<file path="src/rtl/iurc_pkg.sv">
// ----------------------------------------------------------------------------
// Image update receiver package
// Beat types, phase and opcode codes, and the byte-wide CRC-32 step.
// ----------------------------------------------------------------------------
package iurc_pkg;

   // Session phase; error codes use the same encoding (idle means no error)
   typedef enum logic [3:0] {
      PH_IDLE     = 4'd0,
      PH_RECV     = 4'd1,
      PH_DONE     = 4'd2,
      PH_BADBEGIN = 4'd3,
      PH_SEQ      = 4'd4,
      PH_SIZE     = 4'd5,
      PH_CRC      = 4'd6,
      PH_WRITE    = 4'd7,
      PH_END      = 4'd8
   } phase_type;

   // Beat kinds
   localparam logic [1:0] FUNC_CTRL = 2'd0;
   localparam logic [1:0] FUNC_DATA = 2'd1;
   localparam logic [1:0] FUNC_DISC = 2'd2;

   // Control opcodes
   localparam logic [7:0] OP_BEGIN = 8'h01;
   localparam logic [7:0] OP_END   = 8'h03;
   localparam logic [7:0] OP_ABORT = 8'h04;

   localparam logic [9:0]  BEGIN_LEN = 10'd9;
   localparam logic [31:0] CRC_POLY  = 32'hEDB88320;
   localparam logic [31:0] CRC_ALL   = 32'hFFFFFFFF;

   typedef struct packed {
      logic [1:0]  func;
      logic [7:0]  opcode;
      logic [9:0]  ctrl_len;
      logic [31:0] image_size;
      logic [31:0] expected_crc;
      logic [7:0]  data_byte;
      logic        chunk_first;
      logic [9:0]  chunk_len;
      logic        store_ok;
   } req_type;

   typedef struct packed {
      logic [3:0]  phase;
      logic [31:0] bytes_received;
      logic [3:0]  error_code;
      logic        notify;
      logic        ota_active;
   } rsp_type;

   // Reflected CRC-32, one byte, eight bit steps of XOR logic
   function automatic logic [31:0] crc32_byte(input logic [31:0] crc_cur,
                                              input logic [7:0]  data);
      logic [31:0] c;
      c = crc_cur ^ {24'd0, data};
      for (int k = 0; k < 8; k++) begin
         c = (c >> 1) ^ (c[0] ? CRC_POLY : 32'd0);
      end
      return c;
   endfunction

endpackage

</file>
<file path="src/rtl/iurc_engine.sv">
// ----------------------------------------------------------------------------
// Image update receiver: session engine
// Holds the session state and works out the next state and the result of one
// beat combinationally. State commits when the top level advances a beat.
// ----------------------------------------------------------------------------
module iurc_engine (
   input  logic             clock,
   input  logic             reset,
   input  logic             advance,
   input  iurc_pkg::req_type req,
   output iurc_pkg::rsp_type rsp
);
   import iurc_pkg::*;

   phase_type   phase_ff, phase_in;
   phase_type   error_ff, error_in;
   logic [31:0] count_ff, count_in;
   logic [31:0] size_ff, size_in;
   logic [31:0] tcrc_ff, tcrc_in;
   logic [31:0] crc_ff, crc_in;
   logic        reboot_ff, reboot_in;
   logic        chunk_ff, chunk_in;

   logic        note;
   logic        fail;
   phase_type   fail_code;
   logic        take_byte;
   logic [31:0] remaining;

   assign remaining = size_ff - count_ff;

   // Next state for one beat
   always_comb begin
      phase_in  = phase_ff;
      error_in  = error_ff;
      count_in  = count_ff;
      size_in   = size_ff;
      tcrc_in   = tcrc_ff;
      crc_in    = crc_ff;
      reboot_in = reboot_ff;
      chunk_in  = chunk_ff;
      note      = 1'b0;
      fail      = 1'b0;
      fail_code = PH_SEQ;
      take_byte = 1'b0;

      case (req.func)
         FUNC_CTRL: begin
            if (req.ctrl_len != 10'd0) begin
               note     = 1'b1;
               chunk_in = 1'b0;
               case (req.opcode)
                  OP_BEGIN: begin
                     if (req.ctrl_len != BEGIN_LEN) begin
                        fail      = 1'b1;
                        fail_code = PH_BADBEGIN;
                     end else begin
                        size_in   = req.image_size;
                        tcrc_in   = req.expected_crc;
                        count_in  = 32'd0;
                        crc_in    = CRC_ALL;
                        reboot_in = 1'b0;
                        if (req.image_size == 32'd0 || !req.store_ok) begin
                           fail      = 1'b1;
                           fail_code = PH_BADBEGIN;
                        end else begin
                           error_in = PH_IDLE;
                           phase_in = PH_RECV;
                        end
                     end
                  end
                  OP_END: begin
                     // sequence, size, crc, store: first failure wins
                     if (phase_ff != PH_RECV) begin
                        fail      = 1'b1;
                        fail_code = PH_SEQ;
                     end else if (count_ff != size_ff) begin
                        fail      = 1'b1;
                        fail_code = PH_SIZE;
                     end else if ((crc_ff ^ CRC_ALL) != tcrc_ff) begin
                        fail      = 1'b1;
                        fail_code = PH_CRC;
                     end else if (!req.store_ok) begin
                        fail      = 1'b1;
                        fail_code = PH_END;
                     end else begin
                        phase_in  = PH_DONE;
                        error_in  = PH_IDLE;
                        reboot_in = 1'b1;
                     end
                  end
                  OP_ABORT: begin
                     phase_in  = PH_IDLE;
                     error_in  = PH_IDLE;
                     count_in  = 32'd0;
                     reboot_in = 1'b0;
                  end
                  default: begin
                     fail      = 1'b1;
                     fail_code = PH_SEQ;
                  end
               endcase
            end
         end
         FUNC_DATA: begin
            if (req.chunk_len != 10'd0) begin
               if (req.chunk_first) begin
                  // chunk start: sequence and room, then store acceptance
                  chunk_in = 1'b0;
                  if (phase_ff != PH_RECV || count_ff > size_ff ||
                      {22'd0, req.chunk_len} > remaining) begin
                     fail      = 1'b1;
                     fail_code = PH_SEQ;
                     note      = 1'b1;
                  end else if (!req.store_ok) begin
                     fail      = 1'b1;
                     fail_code = PH_WRITE;
                     note      = 1'b1;
                  end else begin
                     chunk_in  = 1'b1;
                     take_byte = 1'b1;
                  end
               end else if (chunk_ff && phase_ff == PH_RECV && count_ff < size_ff) begin
                  take_byte = 1'b1;
               end
            end
         end
         FUNC_DISC: begin
            chunk_in = 1'b0;
            if (phase_ff == PH_RECV) begin
               fail      = 1'b1;
               fail_code = PH_SEQ;
               note      = 1'b1;
            end
         end
         default: begin
         end
      endcase

      // accepted payload byte
      if (take_byte) begin
         crc_in   = crc32_byte(crc_ff, req.data_byte);
         count_in = count_ff + 32'd1;
      end

      // failure takes phase and error, drops a pending reboot
      if (fail) begin
         reboot_in = 1'b0;
         phase_in  = fail_code;
         error_in  = fail_code;
      end
   end

   // Result for this beat
   always_comb begin
      rsp.phase          = phase_in;
      rsp.bytes_received = count_in;
      rsp.error_code     = error_in;
      rsp.notify         = note;
      rsp.ota_active     = (phase_in == PH_RECV) || reboot_in;
   end

   // Session state
   always_ff @(posedge clock) begin
      if (reset) begin
         phase_ff  <= PH_IDLE;
         error_ff  <= PH_IDLE;
         count_ff  <= 32'd0;
         size_ff   <= 32'd0;
         tcrc_ff   <= 32'd0;
         crc_ff    <= CRC_ALL;
         reboot_ff <= 1'b0;
         chunk_ff  <= 1'b0;
      end else if (advance) begin
         phase_ff  <= phase_in;
         error_ff  <= error_in;
         count_ff  <= count_in;
         size_ff   <= size_in;
         tcrc_ff   <= tcrc_in;
         crc_ff    <= crc_in;
         reboot_ff <= reboot_in;
         chunk_ff  <= chunk_in;
      end
   end

endmodule

</file>
<file path="src/rtl/image_update_receiver_crc32_core.sv">
// ----------------------------------------------------------------------------
// Image update receiver with CRC-32 check
// Receiving side of an image-update session: begin/end/abort control, one
// payload byte per beat with a running reflected CRC-32, one result per beat.
// ----------------------------------------------------------------------------
//  channel | valid     | stall     | payload  | direction
//  --------+-----------+-----------+----------+----------
//  request | req_valid | req_stall | req_data | in
//  result  | rsp_valid | rsp_stall | rsp_data | out
//
// One beat per clock sustained while the result channel does not stall; a result
// is offered once its request has passed the input register, then the result register.
// The byte-wide CRC step and the session compare sit between the two
// registers and set the cycle time.
// Reset is synchronous and returns the session to idle with the CRC preset.
// A stalled result holds the result register; the input register keeps
// taking a beat whenever the result register is free or being drained.
// ----------------------------------------------------------------------------
module image_update_receiver_crc32_core (
   input  logic              clock,
   input  logic              reset,
   input  logic              req_valid,
   output logic              req_stall,
   input  iurc_pkg::req_type req_data,
   output logic              rsp_valid,
   input  logic              rsp_stall,
   output iurc_pkg::rsp_type rsp_data
);
   import iurc_pkg::*;

   logic    in_vld_ff, in_vld_in;
   req_type in_ff;
   logic    out_vld_ff, out_vld_in;
   rsp_type out_ff;
   rsp_type result;
   logic    advance;
   logic    in_take;

   // Beat moves to the result register when that register is free or drains
   assign advance   = in_vld_ff && (!out_vld_ff || !rsp_stall);
   assign req_stall = in_vld_ff && !advance;
   assign in_take   = req_valid && !req_stall;

   assign in_vld_in  = in_take || (in_vld_ff && !advance);
   assign out_vld_in = advance || (out_vld_ff && rsp_stall);

   iurc_engine u_engine (
      .clock   (clock),
      .reset   (reset),
      .advance (advance),
      .req     (in_ff),
      .rsp     (result)
   );

   // Handshake control
   always_ff @(posedge clock) begin
      if (reset) begin
         in_vld_ff  <= 1'b0;
         out_vld_ff <= 1'b0;
      end else begin
         in_vld_ff  <= in_vld_in;
         out_vld_ff <= out_vld_in;
      end
   end

   // Payload registers
   always_ff @(posedge clock) begin
      if (in_take) begin
         in_ff <= req_data;
      end
      if (advance) begin
         out_ff <= result;
      end
   end

   assign rsp_valid = out_vld_ff;
   assign rsp_data  = out_ff;

endmodule

</file>
<file path="config.mk">
export PLATFORM = sky130hd
export DESIGN_NAME = image_update_receiver_crc32_core
export DESIGN_NICKNAME = d
export VERILOG_FILES = /design/src/rtl/iurc_pkg.sv /design/src/rtl/iurc_engine.sv /design/src/rtl/image_update_receiver_crc32_core.sv
export SDC_FILE = /design/constraint.sdc
export NUM_CORES = 1
export LEC_CHECK = 0
export BUFFER_PORTS_ARGS = -buffer_cell sky130_fd_sc_hd__buf_2
export CAP_MARGIN = 20
export CORE_MARGIN = 3
export CORE_UTILIZATION = 55
export DETAILED_ROUTE_END_ITERATION = 6
export PLACE_DENSITY = 0.83
export SYNTH_ARGS = -nofsm -noshare
export SYNTH_HDL_FRONTEND = slang
export SYNTH_HIERARCHICAL = 1
export SYNTH_SLANG_ARGS = --single-unit
</file>
<file path="constraint.sdc">
create_clock -name clock -period 8.22 [get_ports clock]
set_input_delay 1.644 -clock clock [delete_from_list [all_inputs] [get_ports clock]]
set_output_delay 1.644 -clock clock [all_outputs]
set_load 0.01 [all_outputs]
</file>
After elaboration in Yosys (flattened, before gate mapping)
Index checks and enable logic that the tools add are counted.

Flip-flop bits (word level): 286. Output and inout bits: 44. Word-level logic and storage cells: 169. Input bits: 108.

Muxes and demuxes: 85. Magnitude comparators: 3. $add $sub $neg: 2. Reductions and logical operators: 29. Equal/unequal tests: 15. Bitwise operators: 11.

Operators by type and width (count): $mux 32 (17); $xor 31x32->32 (8); $mux 4 (27); $ne 32x32->1 (2); $pmux 32 s2 (1); $add 32x1->32 const B (1); $gt 10x32->1 (1); $gt 32x32->1 (1); $logic_not 32->1 (1); $lt 32x32->1 (1); $not 32->32 (1); $sub 32x32->32 (1); $xor 32x8->32 (1); $mux 1 (29); $pmux 4 s3 (2); $reduce_bool 10->1 (2); $pmux 4 s2 (2); $pmux 1 s3 (5); $reduce_and 5->1 (3); $ne 10x4->1 const B (1); $eq 4x1->1 const B (2); $eq 8x1->1 const B (1); $eq 8x2->1 const B (1); $eq 8x3->1 const B (1); 14 further kinds (33).

Logic depth before layout (Yosys ltp)
Gate-level depths: netlist of run 1.

Word-level depth: 18. Mapped depth: 23. Gate-level depth less buffers: 20.

By module
Netlist of run 1, hierarchy kept.

Modules (own cells, without submodules): iurc_engine (times used 1, area an instance 10156.0 sq um, cells an instance 1370, seq. area each 2762.6 sq um); image_update_receiver_crc32_core (times used 1, area an instance 4470.5 sq um, cells an instance 156, seq. area each 4424.2 sq um).

Least setup slack after synthesis of run 1
Ideal clock, no wire load.

Path type: input to register. From: input port rsp_stall. To: register in_ff[0] in the netlist's numbering, enable pin. Cell stages on the path: 3. Path buffers: 0. Path slack: 1520 ps. Library setup time: 567 ps. Arrival time: 6133 ps. Required time: 7653 ps. Cells stage by stage: nand3_2 > inv_1 > nor2_1.

Longest elaborated chain between the ends: 7.

RTL lines: start: declaration (RTL line image_update_receiver_crc32_core.sv:26) `input logic rsp_stall,`; $logic_not 1->1 (RTL line image_update_receiver_crc32_core.sv:40) `assign advance = in_vld_ff && (!out_vld_ff || !rsp_stall);`; $logic_or 1x1->1 (RTL line image_update_receiver_crc32_core.sv:40); $logic_and 1x1->1 (RTL line image_update_receiver_crc32_core.sv:40); $logic_not 1->1 (RTL line image_update_receiver_crc32_core.sv:41) `assign req_stall = in_vld_ff && !advance;`; $logic_and 1x1->1 (RTL line image_update_receiver_crc32_core.sv:41); net req_stall (RTL line image_update_receiver_crc32_core.sv:23) `output logic req_stall,`; $logic_not 1->1 (RTL line image_update_receiver_crc32_core.sv:42) `assign in_take = req_valid && !req_stall;`; $logic_and 1x1->1 (RTL line image_update_receiver_crc32_core.sv:42); net in_take (RTL line image_update_receiver_crc32_core.sv:37) `logic in_take;`; end signal: assignment (RTL line image_update_receiver_crc32_core.sv:69) `in_ff <= req_data;`; end: declaration (RTL line image_update_receiver_crc32_core.sv:32) `req_type in_ff;`.

The timed path passes the listed nets, and every way through them passes these cells. A chain may end at the register's enable or synchronous reset.

Worst setup path in the final report of run 1
From: register u_engine.count_ff[0]. To: register u_engine.crc_ff[5].

Longest elaborated chain between the ends: 9. Elaborated cells between the ends (all ways): 18. Those cells by class: add/sub: 1; order compare: 3; eq/ne: 1; mux: 6; reduce/logical: 7.

RTL lines: start: declaration (RTL line iurc_engine.sv:17) `logic [31:0] count_ff, count_in;`; start signal: assignment (RTL line iurc_engine.sv:177) `count_ff <= count_in;`; $sub 32x32->32 / $gt 32x32->1 (equally long branches) (RTL line iurc_engine.sv:30, iurc_engine.sv:110); $gt 10x32->1 / $logic_or 1x1->1 (equally long branches) (RTL line iurc_engine.sv:111, iurc_engine.sv:110); $logic_or 1x1->1 (RTL line iurc_engine.sv:110) `if (phase_ff != PH_RECV || count_ff > size_ff ||`; $mux 1 (RTL line iurc_engine.sv:110); $mux 1 * (RTL line iurc_engine.sv:107) `if (req.chunk_first) begin`; $mux 1 * (RTL line iurc_engine.sv:106) `if (req.chunk_len != 10'd0) begin`; $mux 1 * (RTL line iurc_engine.sv:47) `case (req.func)`; $ne 2x1->1 (no source line) / $reduce_bool 2->1 (equally long branches); $reduce_and 5->1 (no source line); end signal: assignment (RTL line iurc_engine.sv:180) `crc_ff <= crc_in;`; end: declaration (RTL line iurc_engine.sv:20) `logic [31:0] crc_ff, crc_in;`.

Mark *: on every way between the ends. The rest lies on a longest branch, timed or not.

==> results of run 1 <==
routing by layer:
metal | track usage (%) | vias up | routed length, um
li1 | - | 5854 | -
met3 | 3.57 | 88 | 3210
met2 | 41.7 | 563 | 17800
met5 | 0 | - | 13
met1 | 39.3 | 5964 | 17500
met4 | 10.7 | 2 | 1660
synthesized netlist by cell type (20+ instances only):
library cell / count
nand2_1: 225
a21oi_1: 150
edfxtp_1: 146
dfxtp_1: 140
xnor2_1: 86
nor2_1: 75
inv_1: 60
o21ai_0: 49
clkbuf_1: 48
nor3_1: 46
ha_1: 44
nand3_1: 43
nand4_1: 39
xor2_1: 29
o211ai_1: 27
nor4_1: 24
a31oi_1: 21
and3_1: 20
buf_2: 20
per-stage QoR:
stage / worst slack [ps] / utilization (%) / power (mW) / instance area, um^2
finish: 2360 / 63.2 / 3.11 / 16500
global route: 2080 / 63.2 / 3.22 / 16500
CTS: 2420 / 63.2 / 3.13 / 16500
detailed placement: 2460 / 59.6 / 1.83 / 15600
global placement: 2570 / 59.5 / 1.83 / 15600
floorplan: 1520 / - / 1.75 / 14600
sequential cells by signal, summed over array words and instances, names as in the netlist, 4 cells and up:
signal / count
in_ff: 104
rsp_data: 42
u_engine/count_ff: 32
u_engine/crc_ff: 32
u_engine/size_ff: 32
u_engine/tcrc_ff: 32
u_engine/error_ff: 4
u_engine/phase_ff: 4
critical path: cells and delay by family, from the launching register on:
kind / cells / cell delay [ps]
buf+inv: 2 / 740
compound gates: 5 / 1340
simple gates: 10 / 2270
flops: 1 / 380
fa+ha+maj: 3 / 890
xor+xnor: 1 / 120
logic make-up (layout without fill, tap and decap cells):
logic type / Yosys count / in the layout / share of synthesized area (%)
and+or+nand+nor: 551 / 551 / 18.3
AOI/OAI and AO/OA: 382 / 382 / 17.1
DFF: 286 / 286 / 49.1
buffers and inverters: 138 / 279 / 4.00
xor gates and xnor gates: 115 / 115 / 6.89
adders and majority gates: 45 / 45 / 3.90
muxes: 9 / 9 / 0.624
cell type report:
type                    count  area (um^2)  area share [%]
clock buffers              42          826            5.00
well taps                 335          419            2.54
repair buffers            163          848            5.13
inverters                  60          225            1.36
clock inverters            14          133           0.803
multi-input cells        1102         6880            41.7
flip-flops and latches    286         7190            43.5
worst max path at each step:
stage	start	endpoint	cells after the start	slack, ps
6_report	u_engine/count_ff[0]$_SDFFE_PP0P_	u_engine/crc_ff[5]$_SDFFE_PP1P_	21	2360
5_1_grt	u_engine/count_ff[0]$_SDFFE_PP0P_	u_engine/crc_ff[0]$_SDFFE_PP1P_	21	2080
4_1_cts	u_engine/count_ff[0]$_SDFFE_PP0P_	u_engine/crc_ff[5]$_SDFFE_PP1P_	21	2420
3_5_place_dp	u_engine/count_ff[0]$_SDFFE_PP0P_	u_engine/crc_ff[5]$_SDFFE_PP1P_	21	2460
3_3_place_gp	u_engine/count_ff[0]$_SDFFE_PP0P_	u_engine/crc_ff[0]$_SDFFE_PP1P_	20	2570
2_1_floorplan	rsp_stall	in_ff[0]$_DFFE_PP_	3	1520
power groups by stage:
stage | combinational, mW | clock [mW] | sequential [mW]
6_report | 0.240 | 1.30 | 1.57
5_1_grt | 0.261 | 1.38 | 1.57
4_1_cts | 0.237 | 1.32 | 1.57
3_5_place_dp | 0.235 | 0 | 1.60
3_3_place_gp | 0.232 | 0 | 1.60
2_1_floorplan | 0.153 | 0 | 1.60
cells in the final DEF (no fill, tap or decap), types with 9 or more instances in the layout:
| cell | instances |
|---|---|
| nand2_1 | 225 |
| a21oi_1 | 150 |
| buf_2 | 150 |
| edfxtp_1 | 146 |
| dfxtp_1 | 140 |
| xnor2_1 | 86 |
| nor2_1 | 74 |
| inv_1 | 60 |
| o21ai_0 | 49 |
| nor3_1 | 46 |
| ha_1 | 44 |
| nand3_1 | 41 |
| nand4_1 | 39 |
| clkbuf_16 | 30 |
| xor2_1 | 29 |
| o211ai_1 | 27 |
| nor4_1 | 24 |
| a31oi_1 | 21 |
| and3_1 | 19 |
| a21o_1 | 16 |
| or3_1 | 14 |
| buf_4 | 13 |
| or4_1 | 12 |
| o32a_1 | 12 |
| clkbuf_1 | 9 |
| and2_1 | 9 |
| o31ai_1 | 9 |
| o32ai_1 | 9 |
==> summary.txt, run 1 <==
outcome: complete, no violations
# H-tree levels: 1
Worst-Skew Late Latency: 580 ps
min-delay src: u_engine/size_ff[0]$_SDFFE_PP0P_
Root Driver: clkbuf_16
Detail Route Antenna Nets: 0
ys async rst share: 0%
initial antenna violation count: 1
fill count: 2145
largest net degree at the start of global routing: 81
total gr overflow: 0
DRT iter0 DRCs: 1249
antenna diode count: 0
first-pass GRT wire length: 62200 um
Max-Cap Viols: 0
Hold Crit Class: reg2reg
final cell count without fillers: 2002
Critical Path Fanout Max: 53
Post-Syn Area: 14600 um^2
clock sinks: 286
Tmin final: 5860 ps
Flop pwr share: 50.5%
clock buffer count from CTS: 30
core box area: 26100 um^2
Seq/Total Area, Yosys: 49.1%
Cell Pwr Density: 188 nW/um^2
fraction of layout instances using a drive strength above 1: 14.8%
cts hold-fix bufs: 0
chip width: 169 um
port bufs: 151
Slowest-stage cell, CP: or4_1
reg-to-reg startpoint: u_engine/count_ff[0]$_SDFFE_PP0P_
yosys warns: 6
Hold WS: 460 ps
post-synth top area share: 30.0%
r2r setup slk: 2360 ps
Critical Path Source Type: flip-flop
slew margin rel.: 29.3%
Hold Crit Depth: 2
crit end category: flip-flop
fmax: 171 MHz
internal power: 2.38 mW
Peak VDD IR: 0.202 mV
Post-CTS Resized: 0
Clock Power Share: 41.8%
Comb pwr share: 7.7%
Tot GR Track Use: 27.2%
die span in y: 169 um
critical-path cell list: ha_1, fa_1, nand2b_1, a21oi_1, nor2_1, or2_2, nand2_1, xnor2_1, ha_1, nand4_1, nor2_1, a31oi_1, o2111ai_1, or4_1, nor4_2, nand4b_1, nand3_2, buf_4, o21ai_0, buf_4, o32a_1
Arrival @ worst endpoint: 6320 ps
Post-Syn Instances: 1526
number of global-route vias before repair: 11.3k
via count: 12.5k
CTS tree: done
# Post-CTS Setup Buffers: 0
top post-synthesis cells by area: edfxtp_1 (30%), dfxtp_1 (19%), nand2_1 (5.8%)
average size of a mapped cell: 9.58 um^2
Largest stage delay, worst path: 570 ps
Pins Over Slew Limit: 0
CP Class: reg2reg
Netlist cell types: 88
die outline area: 28600 um^2
RSZ-0062 raised after global routing: false
switching power: 0.729 mW
clock-pin slew on the worst setup and hold paths: 60 ps
setup TNS: 0 ps
sw frac: 23.4%
routed vias/inst: 6.23
Final #Nets: 1796
hold endpoint: u_engine/size_ff[0]$_SDFFE_PP0P_
synthesis-to-finish area growth: 13.0%
Req. time, crit path: 8690 ps
Worst R2R Path Depth: 21
Final Wtd Congestion: 0.979
first-pass iteration count of the detailed router: 6
Seq cells post-synth: 286
P_leak: 6.09 nW
endpoints failing hold: 0
final WL: 40200 um
HPWL Detailed: 29000 um
dpl cells: 1946
Setup Viol. Count Final: 0
Synth Net Count: 1679
starting density of the core: 56.0%
DR WL/cell: 20.1 um
Worst-Margin Slew: 1050 ps
clock buffer depth: 3
fin crit share: 71.3%
I/O pin cnt: 152
largest area contributor in the netlist: edfxtp_1
number of enable flip-flop cells after synthesis: 146
FP Rows: 59
ys flop type: edfxtp_1
DRC Markers: 0
reg2reg end: u_engine/crc_ff[5]$_SDFFE_PP1P_
skew final: 40.8 ps
Note: power is estimated with default switching activity, not from simulation.
==> inputs of run 2 (changes only) <==
--- a/config.mk
+++ b/config.mk
@@ -8,9 +8,9 @@
 export BUFFER_PORTS_ARGS = -buffer_cell sky130_fd_sc_hd__buf_2
 export CAP_MARGIN = 20
 export CORE_MARGIN = 3
-export CORE_UTILIZATION = 55
+export CORE_UTILIZATION = 54
 export DETAILED_ROUTE_END_ITERATION = 6
-export PLACE_DENSITY = 0.83
+export PLACE_DENSITY = 0.85
 export SYNTH_ARGS = -nofsm -noshare
 export SYNTH_HDL_FRONTEND = slang
 export SYNTH_HIERARCHICAL = 1
==> constraint.sdc (replaced) <==
create_clock -name clock -period 4.99 [get_ports clock]
set_input_delay 0.998 -clock clock [delete_from_list [all_inputs] [get_ports clock]]
set_output_delay 0.998 -clock clock [all_outputs]
set_load 0.01 [all_outputs]
==> run 2 against run 1 <==
Routed wire length down 0.50%. Sequential cell count is the same. Register-to-register slack worse by 2200 ps. Clock skew shrank 26 ps. Global-route usage decreased by 0.40 points. Clock power rose by 75%. Sequential share of layout area shrank 1.0 points. Clock-buffer cell count shrank 6. Critical path type unchanged. Largest power group unchanged.
==> summary.txt, run 2 (synthesis results as in run 1) <==
final WL: 40000 um
total gr overflow: 0
clock-pin slew on the worst setup and hold paths: 70 ps
chip width: 171 um
Peak VDD IR: 0.302 mV
first-pass GRT wire length: 62500 um
port bufs: 151
HPWL Detailed: 29100 um
reg-to-reg startpoint: u_engine/size_ff[0]$_SDFFE_PP0P_
die outline area: 29100 um^2
Slowest-stage cell, CP: or4_4
DR WL/cell: 19.7 um
cts hold-fix bufs: 0
most frequent cells in the layout: nand2_1 (224), buf_2 (150), a21oi_1 (148)
Hold Crit Class: reg2reg
fill count: 2046
dpl cells: 1965
synthesis-to-finish area growth: 15.7%
number of flip-flops under the largest register name: 104
Worst-Skew Late Latency: 580 ps
Setup Viol. Count Final: 0
P_leak: 6.29 nW
register area: 7190 um^2
clock sinks: 286
critical-path cell list: inv_1, ha_1, fa_2, nand2b_4, a21oi_2, nor2_1, or2_2, nand2_2, xnor2_1, ha_1, nand4_1, nor2_1, a31oi_1, o2111ai_1, or4_4, nor4_4, buf_4, nand4b_1, and2_4, a31o_2, o41ai_2
Largest stage delay, worst path: 550 ps
crit path launch: u_engine/size_ff[0]$_SDFFE_PP0P_
Tmin final: 4850 ps
fin crit share: 97.1%
DRT iter0 DRCs: 1478
final cell count without fillers: 2025
CP Class: reg2reg
routed vias/inst: 6.23
fraction of layout instances using a drive strength above 1: 17.2%
first-pass iteration count of the detailed router: 5
DRC Markers: 0
largest net degree at the start of global routing: 95
Cell Pwr Density: 312 nW/um^2
Req. time, crit path: 5380 ps
Clock Power Share: 43.0%
Critical Path Source Type: flip-flop
internal power: 4.04 mW
fmax: 206 MHz
clock buffer depth: 3
via count: 12.6k
CTS tree: done
die span in y: 171 um
initial antenna violation count: 0
Arrival @ worst endpoint: 5230 ps
antenna diode count: 0
Hold WS: 454 ps
Worst R2R Path Depth: 21
sw frac: 23.5%
Flop pwr share: 48.9%
Final Wtd Congestion: 0.995
Worst-Margin Slew: 1060 ps
slew margin rel.: 29.3%
Critical Path Fanout Max: 3
Pins Over Slew Limit: 0
switching power: 1.24 mW
most common cell after layout, fill and taps aside: nand2_1
core box area: 26400 um^2
Root Driver: clkbuf_16
Comb pwr share: 8.0%
Final #Nets: 1819
outcome: complete, no violations
Hold Crit Depth: 2
crit end category: flip-flop
Detail Route Antenna Nets: 0
min-delay src: u_engine/size_ff[0]$_SDFFE_PP0P_
clock buffer count from CTS: 30
endpoints failing hold: 0
number of global-route vias before repair: 11.6k
RSZ-0062 raised after global routing: true
Max-Cap Viols: 0
skew final: 15.3 ps
Final Util: 64.2%
area of the multi-input gates: 6980 um^2
starting density of the core: 55.5%
# H-tree levels: 1
setup TNS: 0 ps
FP Rows: 59
Tot GR Track Use: 26.8%
I/O pin cnt: 152
Top reg by flops: in_ff
-- run 2: cell count changes in the layout (fill, tap and decap cells not counted), moves of 4 or more --
cell,previous run,this run
clkinv_2,4,9
ha_2,0,4
ha_1,44,40
buf_12,0,4
clkbuf_1,9,4
buf_4,13,30
-- run 2: final timing paths --
check,slack [ps],endpoint
min,450,u_engine/size_ff[0]$_SDFFE_PP0P_
max,140,rsp_data[0]$_DFFE_PP_
min reg2reg,450,u_engine/size_ff[0]$_SDFFE_PP0P_
max reg2reg,140,rsp_data[0]$_DFFE_PP_
-- run 2: layout make-up --
cell class              count  share of cell area [%]
clock buffers              36                    4.75
clock inverters            20                    1.29
well taps                 335                    2.48
repair buffers            186                    6.45
flip-flops and latches    286                    42.5
multi-input cells        1102                    41.2
inverters                  60                    1.33
-- run 2: worst max-delay path: cells and delay by family, from the launching register on --
family                   cells  cell delay, ps
flip-flops                   1             320
AO/OA/AOI/OAI                5            1110
adder cells (fa/ha/maj)      3             820
AND/OR/NAND/NOR             10            2040
buffers and inverters        2             230
XOR/XNOR                     1             130
-- run 2: per-layer routing --
layer / GRT usage [%] / wire length (um)
met4: 9.70 / 1450
met2: 41.0 / 17800
met1: 38.4 / 16900
met3: 4.55 / 3790
met5: 0 / 0
-- run 2: metrics by stage --
stage	area (um^2)	setup WS, ps	power, mW
after global routing	16900	-86.8	5.47
after CTS	16800	65.2	5.30
final	16900	144	5.28
after global placement	15800	129	3.03
after detailed placement	15800	-110	3.04
after floorplan	14600	375	2.88
-- run 2: power groups by stage --
stage               combinational (mW)  clock (mW)  sequential [mW]
global route                     0.459        2.42             2.59
global placement                 0.397           0             2.63
floorplan                        0.253           0             2.63
finish                           0.425        2.27             2.58
CTS                              0.409        2.31             2.58
detailed placement               0.403           0             2.63
-- run 2: what timing repair did --
action                                  in CTS  in global routing
gates cloned                                 0                  2
setup buffers                                0                  2
pin swaps                                    1                  8
gates resized for setup                      1                 24
endpoints found under the setup margin       3                100
